`config.mk`:
```
export PLATFORM = sky130hd
export DESIGN_NAME = http_chunked_decoder
export DESIGN_NICKNAME = d
export VERILOG_FILES = /design/src/hw/rtl/hcd_pkg.sv /design/src/hw/rtl/hcd_front.sv /design/src/hw/rtl/hcd_cls_fifo.sv /design/src/hw/rtl/hcd_back.sv /design/src/hw/rtl/http_chunked_decoder.sv
export SDC_FILE = /design/constraint.sdc
export NUM_CORES = 1
export LEC_CHECK = 0
export ABC_AREA = 0
export BUFFER_PORTS_ARGS = -buffer_cell sky130_fd_sc_hd__buf_2
export CORE_MARGIN = 5
export CORE_UTILIZATION = 60
export CTS_CLUSTER_SIZE = 30
export DETAILED_ROUTE_END_ITERATION = 12
export PLACE_DENSITY_LB_ADDON = 0.08
export SYNTH_ARGS = -nofsm -noshare
export SYNTH_HDL_FRONTEND = slang
export SYNTH_SLANG_ARGS = --single-unit
```
`constraint.sdc`:
```
create_clock -name clk -period 4.89 [get_ports clk]
set_clock_uncertainty 0.1 [all_clocks]
set_input_delay 0.2445 -clock clk [delete_from_list [all_inputs] [get_ports clk]]
set_output_delay 0.2445 -clock clk [all_outputs]
set_load 0.1 [all_outputs]
```
`src/hw/rtl/hcd_pkg.sv`:
```
// Shared types and constants for the chunked transfer decoder.
package hcd_pkg;

  localparam int LEN_W  = 16;
  localparam int QDEPTH = 4;
  localparam int QPTR_W = $clog2(QDEPTH);
  localparam int QCNT_W = $clog2(QDEPTH + 1);

  localparam logic [7:0] CHAR_CR = 8'h0D;
  localparam logic [7:0] CHAR_LF = 8'h0A;

  localparam logic [1:0] KIND_DATA  = 2'd0;
  localparam logic [1:0] KIND_END   = 2'd1;
  localparam logic [1:0] KIND_ERROR = 2'd2;
  localparam logic [1:0] KIND_NONE  = 2'd3;

  // classified input word
  typedef struct packed {
    logic [7:0] data;
    logic       start;
    logic       is_cr;
    logic       is_lf;
    logic       is_hex;
    logic [3:0] digit;
  } cls_t;

  // result word
  typedef struct packed {
    logic [7:0]       data;
    logic [1:0]       kind;
    logic [LEN_W-1:0] count;
  } res_t;

endpackage

```
`src/hw/rtl/hcd_front.sv`:
```
// Front end: takes raw bytes and tags them with their character class.
module hcd_front (
  input  logic         in_push,
  input  logic [7:0]   in_byte,
  input  logic         in_message_start,
  output logic         in_full,
  input  logic         q_full,
  output logic         q_push,
  output hcd_pkg::cls_t q_wdata
);

  logic is_num, is_upper, is_lower;

  always_comb begin
    is_num   = (in_byte >= 8'h30) && (in_byte <= 8'h39);
    is_upper = (in_byte >= 8'h41) && (in_byte <= 8'h46);
    is_lower = (in_byte >= 8'h61) && (in_byte <= 8'h66);

    q_wdata.data   = in_byte;
    q_wdata.start  = in_message_start;
    q_wdata.is_cr  = (in_byte == hcd_pkg::CHAR_CR);
    q_wdata.is_lf  = (in_byte == hcd_pkg::CHAR_LF);
    q_wdata.is_hex = is_num || is_upper || is_lower;
    if (is_num) begin
      q_wdata.digit = in_byte[3:0];
    end else if (is_upper || is_lower) begin
      q_wdata.digit = in_byte[3:0] + 4'd9;
    end else begin
      q_wdata.digit = 4'd0;
    end
  end

  assign in_full = q_full;
  assign q_push  = in_push && !q_full;

endmodule

```
`src/hw/rtl/hcd_cls_fifo.sv`:
```
// Short queue of classified words between front and back.
module hcd_cls_fifo (
  input  logic          clk,
  input  logic          rst_n,
  input  logic          push,
  input  hcd_pkg::cls_t wdata,
  output logic          full,
  input  logic          pop,
  output logic          empty,
  output hcd_pkg::cls_t rdata
);

  hcd_pkg::cls_t                  mem_r [hcd_pkg::QDEPTH];
  logic [hcd_pkg::QPTR_W-1:0]     wr_ptr_r, rd_ptr_r;
  logic [hcd_pkg::QCNT_W-1:0]     cnt_r, cnt_nxt;
  logic                           do_push, do_pop;

  assign full    = (cnt_r == hcd_pkg::QCNT_W'(hcd_pkg::QDEPTH));
  assign empty   = (cnt_r == '0);
  assign do_push = push && !full;
  assign do_pop  = pop && !empty;
  assign rdata   = mem_r[rd_ptr_r];

  always_comb begin
    cnt_nxt = cnt_r;
    if (do_push && !do_pop) begin
      cnt_nxt = cnt_r + 1'b1;
    end else if (do_pop && !do_push) begin
      cnt_nxt = cnt_r - 1'b1;
    end
  end

  always_ff @(posedge clk) begin
    if (do_push) begin
      mem_r[wr_ptr_r] <= wdata;
    end
  end

  always_ff @(posedge clk) begin
    if (!rst_n) begin
      wr_ptr_r <= '0;
      rd_ptr_r <= '0;
      cnt_r    <= '0;
    end else begin
      if (do_push) wr_ptr_r <= wr_ptr_r + 1'b1;
      if (do_pop)  rd_ptr_r <= rd_ptr_r + 1'b1;
      cnt_r <= cnt_nxt;
    end
  end

endmodule

```
`src/hw/rtl/hcd_back.sv`:
```
// Back end: chunk parser state machine and result queue.
module hcd_back (
  input  logic                      clk,
  input  logic                      rst_n,
  input  logic                      q_empty,
  input  hcd_pkg::cls_t             q_rdata,
  output logic                      q_pop,
  input  logic                      cfg_valid,
  input  logic [hcd_pkg::LEN_W-1:0] cfg_max_output_len,
  output logic                      out_empty,
  input  logic                      out_pop,
  output hcd_pkg::res_t             out_res
);

  localparam int W = hcd_pkg::LEN_W;

  typedef enum logic [2:0] {
    PH_SIZE, PH_SIZE_LF, PH_DATA, PH_DATA_CR, PH_DATA_LF, PH_DONE
  } phase_t;

  phase_t                     phase_r, phase_nxt, eff_phase;
  logic [W-1:0]               rem_r, rem_nxt, eff_rem;
  logic                       seen_r, seen_nxt, eff_seen;
  logic [W-1:0]               bytes_r, bytes_nxt, eff_bytes;
  logic [W-1:0]               max_r;
  logic [W-1:0]               rem_dec, bytes_inc;
  hcd_pkg::res_t              res;
  logic                       emit;

  hcd_pkg::res_t              oq_r [hcd_pkg::QDEPTH];
  logic [hcd_pkg::QPTR_W-1:0] oq_wr_r, oq_rd_r;
  logic [hcd_pkg::QCNT_W-1:0] oq_cnt_r;
  logic                       take, oq_push, oq_pop;

  // take a word only when the result queue has a free slot
  assign take    = !q_empty && (oq_cnt_r != hcd_pkg::QCNT_W'(hcd_pkg::QDEPTH));
  assign q_pop   = take;
  assign oq_push = take && emit;
  assign oq_pop  = out_pop && (oq_cnt_r != '0);
  assign out_empty = (oq_cnt_r == '0);
  assign out_res   = oq_r[oq_rd_r];

  always_comb begin
    // message_start clears the parser before the byte is handled
    eff_phase = q_rdata.start ? PH_SIZE : phase_r;
    eff_rem   = q_rdata.start ? '0 : rem_r;
    eff_seen  = q_rdata.start ? 1'b0 : seen_r;
    eff_bytes = q_rdata.start ? '0 : bytes_r;

    rem_dec   = eff_rem - 1'b1;
    bytes_inc = eff_bytes + 1'b1;

    phase_nxt = eff_phase;
    rem_nxt   = eff_rem;
    seen_nxt  = eff_seen;
    bytes_nxt = eff_bytes;
    emit      = 1'b0;
    res.data  = 8'd0;
    res.kind  = hcd_pkg::KIND_ERROR;
    res.count = eff_bytes;

    unique case (eff_phase)
      PH_SIZE: begin
        if (q_rdata.is_cr) begin
          if (!eff_seen) begin
            emit = 1'b1;
          end else begin
            phase_nxt = PH_SIZE_LF;
          end
        end else if (!q_rdata.is_hex || (|eff_rem[W-1:W-4])) begin
          emit = 1'b1;
        end else begin
          rem_nxt  = {eff_rem[W-5:0], q_rdata.digit};
          seen_nxt = 1'b1;
        end
      end
      PH_SIZE_LF: begin
        if (!q_rdata.is_lf) begin
          emit = 1'b1;
        end else if (eff_rem == '0) begin
          phase_nxt = PH_DONE;
          emit      = 1'b1;
          res.kind  = hcd_pkg::KIND_END;
        end else begin
          phase_nxt = PH_DATA;
        end
      end
      PH_DATA: begin
        emit = 1'b1;
        if (!((eff_bytes >= max_r) || (&eff_bytes))) begin
          bytes_nxt = bytes_inc;
          rem_nxt   = rem_dec;
          if (rem_dec == '0) phase_nxt = PH_DATA_CR;
          res.data  = q_rdata.data;
          res.kind  = hcd_pkg::KIND_DATA;
          res.count = bytes_inc;
        end
      end
      PH_DATA_CR: begin
        if (!q_rdata.is_cr) begin
          emit = 1'b1;
        end else begin
          phase_nxt = PH_DATA_LF;
        end
      end
      PH_DATA_LF: begin
        if (!q_rdata.is_lf) begin
          emit = 1'b1;
        end else begin
          phase_nxt = PH_SIZE;
          rem_nxt   = '0;
          seen_nxt  = 1'b0;
        end
      end
      default: begin
      end
    endcase

    // every error parks the parser until the next message
    if (emit && res.kind == hcd_pkg::KIND_ERROR) phase_nxt = PH_DONE;
  end

  always_ff @(posedge clk) begin
    if (oq_push) begin
      oq_r[oq_wr_r] <= res;
    end
  end

  always_ff @(posedge clk) begin
    if (!rst_n) begin
      phase_r  <= PH_SIZE;
      rem_r    <= '0;
      seen_r   <= 1'b0;
      bytes_r  <= '0;
      max_r    <= '1;
      oq_wr_r  <= '0;
      oq_rd_r  <= '0;
      oq_cnt_r <= '0;
    end else begin
      if (cfg_valid) max_r <= cfg_max_output_len;
      if (take) begin
        phase_r <= phase_nxt;
        rem_r   <= rem_nxt;
        seen_r  <= seen_nxt;
        bytes_r <= bytes_nxt;
      end
      if (oq_push) oq_wr_r <= oq_wr_r + 1'b1;
      if (oq_pop)  oq_rd_r <= oq_rd_r + 1'b1;
      if (oq_push && !oq_pop) begin
        oq_cnt_r <= oq_cnt_r + 1'b1;
      end else if (oq_pop && !oq_push) begin
        oq_cnt_r <= oq_cnt_r - 1'b1;
      end
    end
  end

endmodule

```
`src/hw/rtl/http_chunked_decoder.sv`:
```
// Top level of the HTTP chunked transfer decoder.
// Decodes a chunked HTTP body one byte per word: hex size lines ended by CR LF, then that many
// payload bytes, then CR LF. Each input word yields zero or one result word (payload byte, end of
// message on a zero size, or one error, after which bytes are dropped until in_message_start).
// A word is accepted every cycle while in_full is low; it passes a four-entry queue of classified
// bytes, is parsed by the back end and is written into the result queue, from which it shows
// on the out_ side and can be popped. Sustained rate is one byte per cycle while the result
// queue does not fill; that four-entry queue lets the output stall without stopping the input
// until both queues fill. cfg_ready is always high; write the payload limit only while idle.
module http_chunked_decoder (
  input  logic                      clk,
  input  logic                      rst_n,
  input  logic                      in_push,
  output logic                      in_full,
  input  logic [7:0]                in_byte,
  input  logic                      in_message_start,
  output logic                      out_empty,
  input  logic                      out_pop,
  output logic [7:0]                out_byte,
  output logic [1:0]                out_result_kind,
  output logic [hcd_pkg::LEN_W-1:0] out_payload_count,
  input  logic                      cfg_valid,
  output logic                      cfg_ready,
  input  logic [hcd_pkg::LEN_W-1:0] cfg_max_output_len
);

  hcd_pkg::cls_t q_wdata, q_rdata;
  hcd_pkg::res_t out_res;
  logic          q_push, q_full, q_pop, q_empty;

  assign cfg_ready = 1'b1;

  hcd_front u_front (
    .in_push          (in_push),
    .in_byte          (in_byte),
    .in_message_start (in_message_start),
    .in_full          (in_full),
    .q_full           (q_full),
    .q_push           (q_push),
    .q_wdata          (q_wdata)
  );

  hcd_cls_fifo u_fifo (
    .clk   (clk),
    .rst_n (rst_n),
    .push  (q_push),
    .wdata (q_wdata),
    .full  (q_full),
    .pop   (q_pop),
    .empty (q_empty),
    .rdata (q_rdata)
  );

  hcd_back u_back (
    .clk                (clk),
    .rst_n              (rst_n),
    .q_empty            (q_empty),
    .q_rdata            (q_rdata),
    .q_pop              (q_pop),
    .cfg_valid          (cfg_valid && cfg_ready),
    .cfg_max_output_len (cfg_max_output_len),
    .out_empty          (out_empty),
    .out_pop            (out_pop),
    .out_res            (out_res)
  );

  assign out_byte          = out_res.data;
  assign out_result_kind   = out_res.kind;
  assign out_payload_count = out_res.count;

  // a payload byte always counts itself
  a_data_count: assert property (@(posedge clk) disable iff (!rst_n)
    (!out_empty && out_result_kind == hcd_pkg::KIND_DATA) |-> out_payload_count != '0)
    else $error("payload result with zero count");

  // end and error results carry no byte
  a_ctrl_zero: assert property (@(posedge clk) disable iff (!rst_n)
    (!out_empty && out_result_kind != hcd_pkg::KIND_DATA) |-> out_byte == 8'd0)
    else $error("control result with nonzero byte");

  a_kind_legal: assert property (@(posedge clk) disable iff (!rst_n)
    !out_empty |-> out_result_kind != hcd_pkg::KIND_NONE)
    else $error("illegal result kind");

  // a queued word is drained whenever the back end has room
  a_drain: assert property (@(posedge clk) disable iff (!rst_n)
    (!q_empty && out_empty) |-> q_pop)
    else $error("back end stalled with empty result queue");

endmodule
```
# After elaboration in Yosys (flattened, before gate mapping)
# Memories as Yosys holds them, arrays and structs flattened. A register that Yosys moved wholly into a read port is not among the register bits.
# Cells that the tools add are included.
[word_totals] ff_bits=66 ramBits=168 input_bits=30 output_inout_bits=29 elab_cells=129 n_memories=2
[classes] addsub=11 order_cmp=7 eq_ne=9 muxes=53 reduce_logical=36
[memory_table] name="u_back.oq_r" depth=4 word_bits=26 read_ports=1 rd_clocked_by_memory_dff=1 wr=1 line_no="hcd_back.sv:30" text="hcd_pkg::res_t oq_r [hcd_pkg::QDEPTH];"
[memory_table] name="u_fifo.mem_r" depth=4 word_bits=16 read_ports=1 rd_clocked_by_memory_dff=1 wr=1 line_no="hcd_cls_fifo.sv:13" text="hcd_pkg::cls_t mem_r [hcd_pkg::QDEPTH];"
[ops] cell="$mux 16" count=9
[ops] cell="$pmux 16 s3" count=1
[ops] cell="$mux 3" count=14
[ops] cell="$logic_not 16->1" count=2
[ops] cell="$mux 26" count=1
[ops] cell="$add 16x1->16 const B" count=1
[ops] cell="$eq 8x4->1 const B" count=2
[ops] cell="$ge 16x16->1" count=1
[ops] cell="$ge 8x7->1 const B" count=2
[ops] cell="$le 8x7->1 const B" count=2
[ops] cell="$reduce_and 16->1" count=1
[ops] cell="$sub 16x1->16 const B" count=1
[ops] cell="$mux 1" count=15
[ops] cell="$pmux 3 s5" count=1
[ops] cell="$logic_and 1x1->1" count=14
[ops] cell="$mux 2" count=6
[ops] cell="$logic_not 3->1" count=3
[ops] cell="$add 2x1->2 const B" count=4
[ops] cell="$ge 8x6->1 const B" count=1
[ops] cell="$le 8x6->1 const B" count=1
[ops] cell="$mux 4" count=2
[ops] cell="$mux 8" count=1
[ops] cell="$logic_not 1->1" count=7
[ops] cell="$add 3x1->3 const B" count=2
[ops] cell="other kinds (14)" count=22

# Longest topological paths before layout
# Gate-level depths: netlist of run 1.
[depth] ltp_word=11 depth_mapped=19 depth_no_buf=15

# Hierarchy
# From an unflattened synthesis of run 1, not the netlist that was laid out.
[unflattened] cells_unflattened=912 hier_area_um2=11424.7
[by_module_without_submodules] mod="hcd_back" instances=1 cells_each=740 area_per_inst_um2=8284.2
[by_module_without_submodules] mod="hcd_cls_fifo" instances=1 cells_each=132 area_per_inst_um2=2812.7
[by_module_without_submodules] mod="hcd_front" instances=1 cells_each=38 area_per_inst_um2=316.6
[by_module_without_submodules] mod="http_chunked_decoder" instances=1 cells_each=2 area_per_inst_um2=11.3

# Least setup slack after synthesis of run 1
# No wires, ideal clock.
[synth_timing] path_type="reg-to-reg" startpoint="register (tool-made name)" endpoint="memory u_back.oq_r[0][15] in the netlist's numbering (data pin)" setup_ns=0.261 arrival_time_ns=3.907 t_required_ns=4.529 setup_slack_ns=0.622 path_stages_with_launch=18 n_path_buf=5 path_cell_list="dfxtp_1 > buf_2 > mux2i_1 > mux2_2 > clkbuf_1 > clkbuf_1 > buf_1 > nand2_1 > ha_1 > or3b_1 > o2111ai_1 > a31o_2 > a211oi_1 > or2_1 > buf_4 > nor4_4 > a21oi_1 > a31o_2"
[synth_lines] item="end, declared" line_no="hcd_back.sv:30"

==> results_dict.tcl, run 1 <==
set metrics [dict create \
    fp.coreArea_sq_mm 0.0180 \
    dieHeight_microns 145 \
    powerDensity_mw_per_mm2 638 \
    row_count 49 \
    worstPathCellList "buf_4 > mux2_2 > nand2_1 > ha_1 > inv_1 > o21ai_1 > a21oi_1 > o22ai_1 > and2_1 > ha_1 > inv_1 > fa_1 > xor2_1 > or3_1 > a21oi_1" \
    grt_max_degree 47 \
    detailedRoute.firstIterationViolations 586 \
    deepest_level_of_the_cts_h_tree 1 \
    critical_path.max_stage_delay_ns 0.55 \
    setup_repair_after_global_routing_missed_its_margin "false" \
    drt-total-wl_mm 24.4 \
    synth.net_count 940 \
    end_kind "flip-flop" \
    antenna_found_initial 0 \
    netlist_instances 874 \
    overflow 0 \
    first_pass_grt_wire_length_mm 39.8 \
    drtAntennaViolNets 0 \
    worstReg2RegEnd "u_back.oq_cnt_r[2]" \
    max_cap_violations 0 \
    leakage_uw 0.00469 \
    timing.final.setup_violations 0 \
    vias_per_cell 6.14 \
    clk_latency_ns 0.51 \
    critical_path.startpoint_type "flip-flop" \
    synth_edf_count 168 \
    power_uw 8010 \
    path_class "reg -> reg" \
    synthSimpleGateAreaFrac_pct 11.8 \
    crit_buf_inv 3 \
    clockRootBuffer "sky130_fd_sc_hd__clkbuf_16" \
    ys.flop_type "sky130_fd_sc_hd__edfxtp_1" \
    critical_path_cell_count 15 \
    timing.critical_path.slowest_stage_cell "sky130_fd_sc_hd__mux2_2" \
    avgSynthCellArea_sq_um 12.6 \
    max_freq_mhz 239 \
    place.detailed.hpwl_mm 16.2 \
    port_buffers 57 \
    worst_slew_pin_slew_ns 1.13 \
    reg2reg_depth 15 \
    yosys-mux-area-fraction_pct 9.50 \
    fin_crit_sh_pct 85.6 \
    fraction_of_layout_cells_with_a_size_suffix_above_1_pct 17.5 \
    route.detailed.drc 0 \
    synth_adder_area_share_pct 4.23 \
    synth-seq-cells 238 \
    tns_ns 0 \
    top_area_cells_in_the_synthesized_netlist "sky130_fd_sc_hd__edfxtp_1 46%, sky130_fd_sc_hd__dfxtp_1 13%, sky130_fd_sc_hd__mux4_2 8.4%, sky130_fd_sc_hd__ha_1 3.9%, sky130_fd_sc_hd__nand2_1 2.7%" \
    ir_worst_vdd_mv 0.587 \
    synth.distinct_cells 73 \
    slew-limit-headroom_pct 24.7 \
    crit_fanout 18 \
    final_net_count 1014 \
    clock_tree.buffer_depth 3 \
    antenna_cells 0 \
    wp_data_required_ns 5.21 \
    register_area_share_after_synthesis_pct 58.5 \
    cts.clk_slew.worst_paths_ns 0.06 \
    slew_violations 0 \
    ioPinCount 59 \
    synth-xor-area-share_pct 2.39 \
    cp_top_family "compound AO/OA/AOI/OAI gates" \
    path_category_of_the_worst_min_delay_check "in -> reg" \
    die_w_microns 145 \
    start_util_pct 61.1 \
    grt_pass1_vias 7355 \
    postSynth.asyncResetShare_pct 0 \
    drt_first_pass_iters 5 \
    setup.reg_to_reg.worst_slack_ns 0.70 \
    finalHoldViolCount 0 \
    die_area_sq_mm 0.0212 \
    finalWeightedCongestion 0.911 \
    tritoncts "yes" \
    mappedNetlistArea_sq_mm 0.0110 \
    synthesis.yosys.warnings 0 \
    area_fraction_in_compound_gates_after_synthesis_pct 10.2 \
    syn2layout_area_growth_pct 14.1 \
    crit_path_end "u_back.oq_cnt_r[2]" \
    cts_sinks 238 \
    synth_top_area_share_pct 45.8 \
    grt_util_all_layers_pct 23.0 \
    routed_wire_length_per_instance_microns 20.4 \
    route.vias.total 7341 \
    filler_cell_count 1274 \
    worst_ep_arrival_time_ns 4.50 \
    yosys.area.top_type "sky130_fd_sc_hd__edfxtp_1" \
    finalCriticalPeriod_ns 4.19 \
    cts-buffers-inserted 24 \
    largest_family_of_logic_cells_by_synthesized_area "simple AND/OR/NAND/NOR gates" \
    status "finished, final reports clean" \
    cts_setup_buffers 0 \
]
-- tightest hold or removal path: cells and delay by family --
kind	cells	cell delay [ns]
simple gates	2	0.17
xor+xnor	1	0.07
buf+inv	1	0.10
-- synthesized netlist by cell type, types with 3 or more instances --
cell type / count
sky130_fd_sc_hd__edfxtp_1: 168
sky130_fd_sc_hd__nand2_1: 78
sky130_fd_sc_hd__dfxtp_1: 70
sky130_fd_sc_hd__nor2_1: 51
sky130_fd_sc_hd__inv_1: 41
sky130_fd_sc_hd__mux4_2: 41
sky130_fd_sc_hd__clkbuf_1: 40
sky130_fd_sc_hd__o21ai_0: 37
sky130_fd_sc_hd__a21oi_1: 35
sky130_fd_sc_hd__ha_1: 34
sky130_fd_sc_hd__o211ai_1: 18
sky130_fd_sc_hd__and2_1: 17
sky130_fd_sc_hd__nand3_1: 17
sky130_fd_sc_hd__xnor2_1: 17
sky130_fd_sc_hd__nor3_1: 14
sky130_fd_sc_hd__nand2b_1: 13
sky130_fd_sc_hd__xor2_1: 13
sky130_fd_sc_hd__nand4_1: 12
sky130_fd_sc_hd__nor2b_1: 12
sky130_fd_sc_hd__a22oi_1: 10
sky130_fd_sc_hd__mux2i_1: 10
sky130_fd_sc_hd__and3_1: 8
sky130_fd_sc_hd__nor4_1: 7
sky130_fd_sc_hd__o22ai_1: 7
sky130_fd_sc_hd__a21o_1: 6
sky130_fd_sc_hd__a31oi_1: 5
sky130_fd_sc_hd__or3_1: 5
sky130_fd_sc_hd__a211oi_1: 4
sky130_fd_sc_hd__a31o_2: 4
sky130_fd_sc_hd__buf_1: 4
sky130_fd_sc_hd__buf_2: 4
sky130_fd_sc_hd__o21ai_1: 4
sky130_fd_sc_hd__or4_1: 4
sky130_fd_sc_hd__a32o_1: 3
sky130_fd_sc_hd__a41oi_1: 3
sky130_fd_sc_hd__and4_1: 3
sky130_fd_sc_hd__nor4b_1: 3
sky130_fd_sc_hd__o21ba_2: 3
sky130_fd_sc_hd__o21bai_1: 3
sky130_fd_sc_hd__o32ai_1: 3
-- through the flow --
step	utilization [%]	instances	area, sq um	setup WS, ns	hold WS (ns)
after global placement	63.8	1126	11500	0.896	0.357
after global routing	69.7	1195	12600	0.388	0.0742
after detailed placement	63.8	1126	11500	0.679	0.367
after CTS	69.7	1195	12600	0.670	0.00953
after floorplan	-	874	11000	0.622	0.243
final	69.7	1195	12600	0.704	0.0197
-- sequential cells by signal, summed over array words and instances, names as in the netlist, named ones only --
signal           cells
u_fifo.cnt_r         3
u_back.phase_r       3
u_fifo.mem_r        64
u_back.seen_r        1
u_back.rem_r        16
u_back.oq_rd_r       2
u_back.oq_cnt_r      3
u_back.oq_r        104
u_fifo.wr_ptr_r      2
u_back.max_r        16
u_fifo.rd_ptr_r      2
u_back.oq_wr_r       2
u_back.bytes_r      16
-- routing by layer --
layer	vias to the layer above	global-route usage (%)	wire length [microns]
li1	3442	-	-
met1	3602	31.5	10200
met2	252	39.8	12400
met3	45	2.77	1280
met4	0	4.85	496
met5	-	0	0
-- cell type report --
type                            count  area [sq um]  area share (%)
Sequential cell                   238          6450            51.3
Multi-Input combinational cell    544          4200            33.4
Timing Repair Buffer               99           663            5.28
Clock buffer                       30           643            5.12
Tap cell                          229           287            2.28
Clock inverter                     14           168            1.33
Inverter                           41           154            1.22
-- placed cells by master, fill, tap and decap left out, types with 7 or more instances in the layout --
cell                            instances
sky130_fd_sc_hd__nor4_1                 7
sky130_fd_sc_hd__nand2_1               78
sky130_fd_sc_hd__a21oi_1               35
sky130_fd_sc_hd__ha_1                  34
sky130_fd_sc_hd__edfxtp_1             168
sky130_fd_sc_hd__o21ai_0               37
sky130_fd_sc_hd__nor3_1                14
sky130_fd_sc_hd__inv_1                 41
sky130_fd_sc_hd__xnor2_1               17
sky130_fd_sc_hd__o22ai_1                7
sky130_fd_sc_hd__dfxtp_1               69
sky130_fd_sc_hd__mux4_2                41
sky130_fd_sc_hd__xor2_1                13
sky130_fd_sc_hd__mux2i_1               10
sky130_fd_sc_hd__nand2b_1              13
sky130_fd_sc_hd__nand4_1               12
sky130_fd_sc_hd__clkbuf_16             24
sky130_fd_sc_hd__and3_1                 8
sky130_fd_sc_hd__o211ai_1              18
sky130_fd_sc_hd__and2_1                17
sky130_fd_sc_hd__nor2b_1               12
sky130_fd_sc_hd__nor2_1                50
sky130_fd_sc_hd__a22oi_1               10
sky130_fd_sc_hd__dlygate4sd3_1         25
sky130_fd_sc_hd__buf_2                 57
sky130_fd_sc_hd__nand3_1               17
sky130_fd_sc_hd__buf_4                 17
-- worst min-delay path by stage --
stage / depth (start not counted) / slack [ns] / end / startpoint
after floorplan: 0 / 0.24 / u_fifo.mem_r[0][10] / in_byte[2]
after global placement: 3 / 0.36 / u_back.max_r[2] / cfg_max_output_len[2]
after detailed placement: 3 / 0.37 / u_back.max_r[1] / cfg_max_output_len[1]
after CTS: 4 / 0.01 / u_back.oq_rd_r[1] / out_pop
after global routing: 4 / 0.07 / u_back.oq_rd_r[0] / out_pop
final: 4 / 0.02 / u_back.oq_rd_r[1] / out_pop
-- kinds of logic (layout without fill, tap and decap cells) --
logic type,Yosys count,in the layout
and+or+nand+nor,255,255
DFF,238,238
AOI/OAI and AO/OA,169,169
buffers and inverters,92,184
muxes,53,53
adders and majority gates,36,36
xor gates and xnor gates,30,30
other,1,1
-- power by group --
group / switching [uW] / internal [uW]
registers: 230 / 2550
clock network: 754 / 1100
logic: 2410 / 968
-- repair_timing --
action / 4_1_cts / 5_1_grt
resized for setup: 0 / 0
hold buffers: 25 / 0
endpoints found under the hold margin: 52 / 0
Note: power is estimated with default switching activity, not from simulation.
==> inputs of run 2 (changes only) <==
--- a/config.mk
+++ b/config.mk
@@ -8,7 +8,8 @@
 export ABC_AREA = 0
 export BUFFER_PORTS_ARGS = -buffer_cell sky130_fd_sc_hd__buf_2
 export CORE_MARGIN = 5
-export CORE_UTILIZATION = 60
+export CORE_UTILIZATION = 35
+export CTS_BUF_LIST = sky130_fd_sc_hd__clkbuf_4 sky130_fd_sc_hd__clkbuf_8 sky130_fd_sc_hd__clkbuf_16
 export CTS_CLUSTER_SIZE = 30
 export DETAILED_ROUTE_END_ITERATION = 12
 export PLACE_DENSITY_LB_ADDON = 0.08
==> results_dict.tcl, run 2 (synthesis results as in run 1) <==
set metrics [dict create \
    status "finished, final reports clean" \
    fp.coreArea_sq_mm 0.0313 \
    route.detailed.drc 0 \
    fin_crit_sh_pct 87.0 \
    crit_buf_inv 3 \
    worst_ep_arrival_time_ns 4.64 \
    post-route-util_pct 41.2 \
    power_uw 8150 \
    first_pass_grt_wire_length_mm 42.9 \
    cts_setup_buffers 0 \
    clk_latency_ns 0.55 \
    clock_tree.buffer_depth 3 \
    overflow 0 \
    vias_per_cell 5.19 \
    ioPinCount 59 \
    route.vias.total 7158 \
    grt_max_degree 47 \
    drt_first_pass_iters 5 \
    cts_sinks 238 \
    drtAntennaViolNets 0 \
    worstPathCellList "buf_4 > mux2_2 > nand2_1 > ha_1 > inv_1 > o21ai_1 > a21oi_1 > o22ai_1 > and2_1 > ha_1 > inv_1 > fa_1 > xor2_1 > or3_1 > a21oi_1" \
    routed_length_on_met2_mm 13.0 \
    finalHoldViolCount 0 \
    tns_ns 0 \
    top_signal_layer_used "met4" \
    setup_repair_after_global_routing_missed_its_margin "false" \
    final_net_count 1024 \
    start_util_pct 35.2 \
    dieHeight_microns 187 \
    wp_data_required_ns 5.27 \
    grt_pass1_vias 7451 \
    die_w_microns 187 \
    cts-buffers-inserted 27 \
    antenna_found_initial 0 \
    cp_top_family "compound AO/OA/AOI/OAI gates" \
    slew_violations 0 \
    most_common_cell_after_layout_fill_and_taps_aside "sky130_fd_sc_hd__edfxtp_1" \
    powerDensity_mw_per_mm2 632 \
    routed_wire_length_per_instance_microns 19.3 \
    critical_path.startpoint_type "flip-flop" \
    antenna_cells 0 \
    max_freq_mhz 235 \
    fraction_of_layout_cells_with_a_size_suffix_above_1_pct 18.3 \
    timing.final.setup_violations 0 \
    row_count 65 \
    clockRootBuffer "sky130_fd_sc_hd__clkbuf_16" \
    detailedRoute.firstIterationViolations 414 \
    end_kind "flip-flop" \
    leading_cell_types_in_the_layout_fill_and_taps_excluded "168 x sky130_fd_sc_hd__edfxtp_1, 78 x sky130_fd_sc_hd__nand2_1, 69 x sky130_fd_sc_hd__dfxtp_1" \
    port_buffers 57 \
    path_category_of_the_worst_min_delay_check "in -> reg" \
    die_area_sq_mm 0.0351 \
    cts.clk_slew.worst_paths_ns 0.06 \
    crit_fanout 24 \
    syn2layout_area_growth_pct 17.0 \
    ir_worst_vdd_mv 0.394 \
    route.met3.wl_mm 1.09 \
    deepest_level_of_the_cts_h_tree 1 \
    tritoncts "yes" \
    largest-register "u_back.oq_r" \
    worst_slew_pin_slew_ns 0.886 \
    place.detailed.hpwl_mm 17.1 \
    critical_path.max_stage_delay_ns 0.60 \
    slew-limit-headroom_pct 40.9 \
    max_cap_violations 0 \
    largest_register_ffs 104 \
    finalCriticalPeriod_ns 4.25 \
    grt_util_all_layers_pct 15.2 \
    timing.critical_path.slowest_stage_cell "sky130_fd_sc_hd__mux2_2" \
    leakage_uw 0.00475 \
    layout_top_registers "u_back.oq_r (104), u_fifo.mem_r (64)" \
    wl_met1_mm 12.0 \
    drt-total-wl_mm 26.6 \
    path_class "reg -> reg" \
    finalWeightedCongestion 0.823 \
]
==> run 2: cell types whose count changed in the layout (fill, tap and decap cells not counted), sizes merged <==
cell	previous run	this run
bufinv	3	2
clkbuf	30	31
clkinvlp	2	4
dlygate4sd3	25	26
clkinv	8	10
buf	74	80
==> run 2: worst reg2reg max path, stage by stage, from the launching register on <==
cell and delay (ns):
sky130_fd_sc_hd__dfxtp_1 0.36, sky130_fd_sc_hd__buf_4 0.34, sky130_fd_sc_hd__mux2_2 0.60, sky130_fd_sc_hd__nand2_1 0.24, sky130_fd_sc_hd__ha_1 0.21, sky130_fd_sc_hd__inv_1 0.05
sky130_fd_sc_hd__o21ai_1 0.23, sky130_fd_sc_hd__a21oi_1 0.12, sky130_fd_sc_hd__o22ai_1 0.43, sky130_fd_sc_hd__and2_1 0.27, sky130_fd_sc_hd__ha_1 0.21, sky130_fd_sc_hd__inv_1 0.06
sky130_fd_sc_hd__fa_1 0.37, sky130_fd_sc_hd__xor2_1 0.18, sky130_fd_sc_hd__or3_1 0.31, sky130_fd_sc_hd__a21oi_1 0.13
==> run 2: power by group <==
part | total, uW | switching [uW] | internal, uW
clock network | 1960 | 822 | 1140
logic | 3450 | 2480 | 974
registers | 2730 | 180 | 2550
==> run 2: repair_timing <==
item / CTS / global route
hold buffers: 26 / 0
resized for setup: 0 / 0
hold endpoints to repair: 55 / 0
==> run 2: area by class of cell <==
type                            instances  area (sq um)
Fill cell                            2955         18400
Sequential cell                       238          6450
Multi-Input combinational cell        544          4200
Timing Repair Buffer                  106           718
Clock buffer                           31           706
Tap cell                              402           503
Clock inverter                         17           158
Inverter                               41           154
==> run 2: path summary, 6_finish.rpt <==
kind,startpoint,to,slack [ns],cells past startpoint
worst max register to register,flip-flop,u_back.oq_cnt_r[2],0.64,15
worst min register to register,u_back.rem_r[15],u_back.rem_r[15],0.40,2
worst max-delay path,flip-flop,u_back.oq_cnt_r[2],0.64,15
worst min-delay path,cfg_valid,u_back.max_r[11],0.11,3
==> run 2: routing by layer <==
metal,global-route usage (%),vias up
li1,-,3465
met1,20.6,3518
met2,25.7,140
met3,2.44,35
met4,3.87,0
met5,0,-
==> run 2: per-stage QoR <==
| step | cell area (sq um) | cells | hold WS, ns | setup WS (ns) |
|---|---|---|---|---|
| final | 12900 | 1379 | 0.113 | 0.635 |
| after global routing | 12900 | 1379 | 0.131 | 0.290 |
| after CTS | 12900 | 1379 | 0.0890 | 0.569 |
| after detailed placement | 11800 | 1305 | 0.367 | 0.594 |
| after global placement | 11800 | 1305 | 0.361 | 0.603 |
| after floorplan | 11000 | 874 | 0.243 | 0.622 |
